<file path="src/rtl/pbb_pkg.sv">
`default_nettype none
package pbb_pkg;

  localparam int COORD_W   = 32;
  localparam int MARGIN_W  = 31;
  localparam int COUNT_W   = 7;
  localparam int BOX_W     = 6;
  localparam int SLOT_W    = 6;
  localparam int POINT_W   = 16;
  localparam int CLASS_W   = 3;
  localparam int CFG_IDX_W = 2;
  localparam int CFG_W     = 31;
  localparam int MAX_SLOTS = 64;
  localparam int MAX_SCAN  = 64;

  localparam logic [1:0] KIND_LOAD  = 2'd0;
  localparam logic [1:0] KIND_PLACE = 2'd1;
  localparam logic [1:0] KIND_CLEAR = 2'd2;

  localparam logic [CFG_IDX_W-1:0] REG_MARGIN    = 2'd0;
  localparam logic [CFG_IDX_W-1:0] REG_BOX_COUNT = 2'd1;
  localparam logic [CFG_IDX_W-1:0] REG_SLOTS     = 2'd2;

  localparam logic [CLASS_W-1:0] CLS_INNER = 3'd0;
  localparam logic [CLASS_W-1:0] CLS_BAND  = 3'd1;
  localparam logic [CLASS_W-1:0] CLS_HALO  = 3'd2;
  localparam logic [CLASS_W-1:0] CLS_FULL  = 3'd3;
  localparam logic [CLASS_W-1:0] CLS_NOBOX = 3'd4;

  typedef struct packed {
    logic [1:0]                kind;
    logic [BOX_W-1:0]          box_index;
    logic signed [COORD_W-1:0] coord_x;
    logic signed [COORD_W-1:0] coord_y;
    logic signed [COORD_W-1:0] coord_z;
    logic signed [COORD_W-1:0] coord_x_hi;
    logic signed [COORD_W-1:0] coord_y_hi;
    logic signed [COORD_W-1:0] coord_z_hi;
    logic [POINT_W-1:0]        point_id;
  } in_item_t;

  typedef struct packed {
    logic [BOX_W-1:0]          out_box;
    logic [SLOT_W-1:0]         out_slot;
    logic [POINT_W-1:0]        out_point;
    logic signed [COORD_W-1:0] out_x;
    logic signed [COORD_W-1:0] out_y;
    logic signed [COORD_W-1:0] out_z;
    logic [CLASS_W-1:0]        place_class;
    logic                      last;
  } out_item_t;

  typedef struct packed {
    logic signed [COORD_W-1:0] lo_x;
    logic signed [COORD_W-1:0] hi_x;
    logic signed [COORD_W-1:0] lo_y;
    logic signed [COORD_W-1:0] hi_y;
    logic signed [COORD_W-1:0] lo_z;
    logic signed [COORD_W-1:0] hi_z;
  } box_t;

  typedef struct packed {
    logic               hit;
    logic               full;
    logic [CLASS_W-1:0] cls;
  } hit_t;

endpackage
`default_nettype wire

</file>
<file path="src/rtl/pbb_hit_unit.sv">
`default_nettype none
module pbb_hit_unit (
  input  wire logic signed [pbb_pkg::COORD_W-1:0] pt_x,
  input  wire logic signed [pbb_pkg::COORD_W-1:0] pt_y,
  input  wire logic signed [pbb_pkg::COORD_W-1:0] pt_z,
  input  wire pbb_pkg::box_t                      box,
  input  wire logic [pbb_pkg::MARGIN_W-1:0]       margin,
  input  wire logic [pbb_pkg::COUNT_W-1:0]        fill,
  input  wire logic [pbb_pkg::COUNT_W-1:0]        slots,
  output pbb_pkg::hit_t                           res
);
  typedef struct packed {
    logic widened;
    logic outside;
    logic inner;
  } axis_t;

  function automatic axis_t axis_eval(
    input logic signed [pbb_pkg::COORD_W-1:0] c,
    input logic signed [pbb_pkg::COORD_W-1:0] lo,
    input logic signed [pbb_pkg::COORD_W-1:0] hi,
    input logic [pbb_pkg::MARGIN_W-1:0]       m
  );
    logic signed [33:0] c34;
    logic signed [33:0] lo34;
    logic signed [33:0] hi34;
    logic signed [33:0] m34;
    axis_t a;
    c34  = {{2{c[31]}}, c};
    lo34 = {{2{lo[31]}}, lo};
    hi34 = {{2{hi[31]}}, hi};
    m34  = {3'b000, m};
    a.widened = (c34 >= lo34 - m34) && (c34 <= hi34 + m34);
    a.outside = (c34 <= lo34) || (c34 >= hi34);
    a.inner   = (c34 > lo34 + m34) && (c34 < hi34 - m34);
    return a;
  endfunction

  axis_t ax;
  axis_t ay;
  axis_t az;
  logic [pbb_pkg::COUNT_W-1:0] cap;

  assign ax  = axis_eval(pt_x, box.lo_x, box.hi_x, margin);
  assign ay  = axis_eval(pt_y, box.lo_y, box.hi_y, margin);
  assign az  = axis_eval(pt_z, box.lo_z, box.hi_z, margin);
  assign cap = (slots > pbb_pkg::COUNT_W'(pbb_pkg::MAX_SLOTS)) ?
               pbb_pkg::COUNT_W'(pbb_pkg::MAX_SLOTS) : slots;

  always_comb begin
    res.hit  = ax.widened && ay.widened && az.widened;
    res.full = (fill >= cap);
    priority if (res.full) begin
      res.cls = pbb_pkg::CLS_FULL;
    end else if (ax.outside || ay.outside || az.outside) begin
      res.cls = pbb_pkg::CLS_HALO;
    end else if (ax.inner && ay.inner && az.inner) begin
      res.cls = pbb_pkg::CLS_INNER;
    end else begin
      res.cls = pbb_pkg::CLS_BAND;
    end
  end
endmodule
`default_nettype wire
</file>
<file path="config.mk">
export PLATFORM = sky130hd
export DESIGN_NAME = pbb_hit_unit
export DESIGN_NICKNAME = d
export VERILOG_FILES = /design/src/rtl/pbb_pkg.sv /design/src/rtl/pbb_hit_unit.sv
export SDC_FILE = /design/constraint.sdc
export NUM_CORES = 2
export LEC_CHECK = 0
export ABC_AREA = 1
export BUFFER_PORTS_ARGS = -buffer_cell sky130_fd_sc_hd__buf_2
export CORE_ASPECT_RATIO = 1.2
export CORE_MARGIN = 5
export CORE_UTILIZATION = 35
export DETAILED_ROUTE_END_ITERATION = 8
export GPL_TIMING_DRIVEN = 1
export SLEW_MARGIN = 20
export SYNTH_ARGS = -nofsm -noshare
export SYNTH_HDL_FRONTEND = slang
export SYNTH_SLANG_ARGS = --single-unit
</file>
<file path="constraint.sdc">
create_clock -name vclk -period 9.9
set_input_delay 0.99 -clock vclk [all_inputs]
set_output_delay 0.99 -clock vclk [all_outputs]
set_load 0.02 [all_outputs]
</file>
==> After elaboration in Yosys (flattened, before gate mapping) <==
Index checks and enable logic that the tools add are counted.
{ "word_totals": {"output_inout_bits": 5, "in_bits": 333, "reg_bits": 0, "word_cells": 51} }
{ "classes": {"add_sub_neg": 12, "n_reduce_logical": 15, "magnitude_cmp": 20, "n_mux": 4} }
{ "op_table": {"columns": ["operator", "count"], "rows": [
  ["32-bit by 32-bit adder with 33-bit output", 6],
  ["32-bit by 32-bit subtractor with 33-bit output", 6],
  ["32-bit by 33-bit greater-or-equal comparator with 1-bit output", 3],
  ["32-bit by 33-bit greater-than comparator with 1-bit output", 3],
  ["32-bit by 33-bit less-or-equal comparator with 1-bit output", 3],
  ["32-bit by 33-bit less-than comparator with 1-bit output", 3],
  ["32-bit greater-or-equal comparator", 3],
  ["32-bit less-or-equal comparator", 3],
  ["1-bit logical AND", 10],
  ["7-bit greater-or-equal comparator", 1],
  ["7-bit greater-than comparator, second input constant", 1],
  ["7-bit 2-to-1 mux", 1],
  ["1-bit logical OR", 5],
  ["2-bit 2-to-1 mux", 2],
  ["1-bit 2-to-1 mux", 1]
]} }

==> Depth between registers and ports, before layout <==
{ "logic_depth": {"depth_word": 8, "depth_mapped": 32, "mapped_depth_nobuf": 32} }

==> Worst setup path before layout <==
OpenSTA, ideal clock, no wires.
{ "synth_path": {"kind": "input -> output", "start": "in margin[1] (netlist name)", "end": "out res[4] (netlist name)", "arrival_time_ps": 4099, "stages": 23, "slack_ps": 4811, "n_path_buf": 0, "required_ps": 8910, "cell_sequence": "inv_1 -> fa_1 -> or2_4 -> o21ai_2 -> nand3_1 -> nand2_1 -> a21boi_2 -> o21ai_2 -> xor2_1 -> ha_1 -> nand2_1 -> inv_1 -> nand3_1 -> or2_2 -> inv_1 -> nand2_1 -> nand2_1 -> nand2_1 -> nand3_1 -> nand2_1 -> nand2_1 -> nand3_1 -> nor2_1"} }
{ "synth_lines": {"columns": ["element", "line", "text"], "rows": [
  ["start: declaration", "pbb_hit_unit.sv:7", "input wire logic [pbb_pkg::MARGIN_W-1:0] margin,"],
  ["end: declaration", "pbb_hit_unit.sv:10", "output pbb_pkg::hit_t res"]
]} }

==> flow_metrics.tcl <==
set metrics [dict create \
    synth_fa_ha_area_share_pct 33.05 \
    synth_compound_area_share_pct 19.97 \
    min_from "fill[3]" \
    ant_nets 0 \
    hpwlAfterDp_mm 154.5 \
    cap_violations 0 \
    core-area_um2 106000 \
    drv_slew 0 \
    ios 338 \
    slew_headroom_pct 34.19 \
    grt-busiest-layer "met2" \
    finalCriticalPeriod_ps 7468 \
    nClkBuffers 0 \
    dpl.cell_count 7744 \
    synthesis.nets 7445 \
    ys_seq_area_share_pct 0 \
    grt_pass1_wl_mm 257.9 \
    instances_no_fill 7765 \
    synth_mux_area_share_pct 0 \
    status "completed" \
    hold_ws_ps 2752 \
    start_kind "input port" \
    regArea_um2 0 \
    finalSetupViolations 0 \
    grt.overflow.total 0 \
    flops_and_latches 0 \
    cts_resized 0 \
    port-buffer-count 337 \
    cpPeakStageDelay_ps 620 \
    gp_congestion 1.058 \
    grt_pass1_vias 41260 \
    first_pass_iters 8 \
    holdPathStages 6 \
    rsz0062_at_grt "false" \
    synth_top_family_by_area "adder cells" \
    synthDistinctLibCells 65 \
    cp_common_cell "nand2_1" \
    antenna_found_initial 26 \
    track_usage_pct 30.15 \
    post_cts_buffers 0 \
    critPathArrivalTime_ps 6480 \
    postCtsHoldBufs 0 \
    start_util_pct 35.10 \
    yosysWarnings 0 \
    num_vias 42650 \
    cp_data_required_time_ps 8910 \
    critPathMaxFanout 9 \
    avgSynthCellArea_um2 6.067 \
    dieWidth_um 307.7 \
    wl_per_cell_um 23.29 \
    finalSetupTns_ps 0 \
    die-area_um2 113000 \
    grt_max_degree 13 \
    criticalPathCategory "input port to output pin" \
    areaGrowthSynthToFinish_pct 7.576 \
    min_period_over_period_pct 75.43 \
    grt_util_met3_pct 4.014 \
    max_freq_mhz 133.9 \
    hold_viol 0 \
    drc 0 \
    path_cells "buf_2 > inv_1 > ha_1 > o21ai_0 > a21oi_1 > o21ai_0 > a21oi_1 > nand2_1 > nand2_1 > a21oi_1 > xor2_1 > inv_1 > ha_1 > nand2_1 > nor4b_1 > nand3_1 > nand2_1 > inv_1 > nand2_1 > nand2_1 > inv_1 > nand3_1 > nor2_1 > buf_2" \
    worst-slew-pin-transition_ps 986.1 \
    hold_path_class "input port to output pin" \
    use_met2_pct 49.14 \
    drive_gt1_share_pct 8.570 \
    drt_iter0_markers 3529 \
    rows 131 \
    critical-path-slowest-cell "nor4b_1" \
    hold_path_end "res[3]" \
    synth_area_um2 37220 \
    final_nets 7659 \
    synth-xor-area-share_pct 7.788 \
    die_y_um 367.3 \
    synth_cells 6136 \
    viasPerCell 5.492 \
    grt_use_met1_pct 38.36 \
    yosys.area_share.simple_pct 27.12 \
    critPathCaptureType "output pin" \
    detail_route.wirelength_mm 180.8 \
    nFillCells 11820 \
]
Yosys cell counts, types with 14 or more instances:
cell | count | area share (%)
o21ai_2 | 25 | 0.59
o211ai_1 | 25 | 0.50
o21ai_1 | 36 | 0.48
nor4_1 | 16 | 0.27
ha_1 | 964 | 32
a21o_1 | 50 | 1.0
nand4_1 | 90 | 1.5
o21a_1 | 33 | 0.67
xnor2_1 | 22 | 0.52
nor3_1 | 73 | 0.98
nand2_2 | 27 | 0.45
inv_1 | 947 | 9.5
buf_2 | 104 | 1.4
a21oi_1 | 620 | 8.3
o21bai_1 | 51 | 1.0
nand3_1 | 202 | 2.7
nand2_1 | 1285 | 13
nor2_1 | 691 | 7.0
o21ai_0 | 257 | 3.5
inv_2 | 39 | 0.39
a31oi_1 | 31 | 0.52
a21oi_2 | 38 | 0.89
nand3b_1 | 15 | 0.30
xor2_1 | 309 | 7.3
buf_4 | 14 | 0.28
a221oi_1 | 18 | 0.42
metal layers:
metal / vias up / share of wire [%]
met5: - / 0.034
met4: 10 / 7.1
met3: 391 / 7.8
met2: 1668 / 44
met1: 19930 / 41
li1: 20640 / -
placed cells by master (no fill, tap or decap), types with 39 or more instances in the layout:
master / n
o21ai_0: 257
nand4_1: 90
nand3_1: 202
a21oi_1: 620
a21o_1: 50
xor2_1: 309
buf_2: 337
inv_1: 947
nor2_1: 691
nand2_1: 1285
o21bai_1: 51
nor3_1: 73
inv_2: 39
ha_1: 964
worst max-delay path by stage:
stage                          start     end  slack [ps]  cells past startpoint
after global placement    margin[13]  res[4]        2540                     23
after detailed placement  margin[18]  res[4]        2570                     24
final                     margin[12]  res[4]        2430                     24
after CTS                 margin[13]  res[4]        2560                     24
after floorplan            margin[1]  res[4]        4810                     23
after global routing      margin[13]  res[4]        2270                     23
final cells by class:
class / count / area, um2 / share of cell area, %
inverters: 987 / 3705 / 9.252
repair buffers: 353 / 1807 / 4.512
diodes: 21 / 52.55 / 0.1312
multi-input cells: 5008 / 32730 / 81.74
well taps: 1396 / 1747 / 4.362
through the flow:
step	setup WS [ps]	area (um2)	util, %
2_1_floorplan	4811	37220	-
3_3_place_gp	2545	39990	37.71
3_5_place_dp	2565	39990	37.71
4_1_cts	2558	39990	37.71
5_1_grt	2269	40000	37.72
6_report	2432	40040	37.76
critical path, delay by kind of cell:
kind | cells | cell delay, ps
simple gates | 10 | 1800
buf+inv | 6 | 1560
fa+ha+maj | 2 | 1000
compound gates | 5 | 920
xor+xnor | 1 | 160
logic make-up (layout without fill, tap and decap cells):
logic type / Yosys count / after routing
adders and majority gates: 976 / 976
xor gates and xnor gates: 331 / 331
and+or+nand+nor: 2444 / 2444
AOI/OAI and AO/OA: 1256 / 1256
buffers and inverters: 1128 / 1340
other: 1 / 22
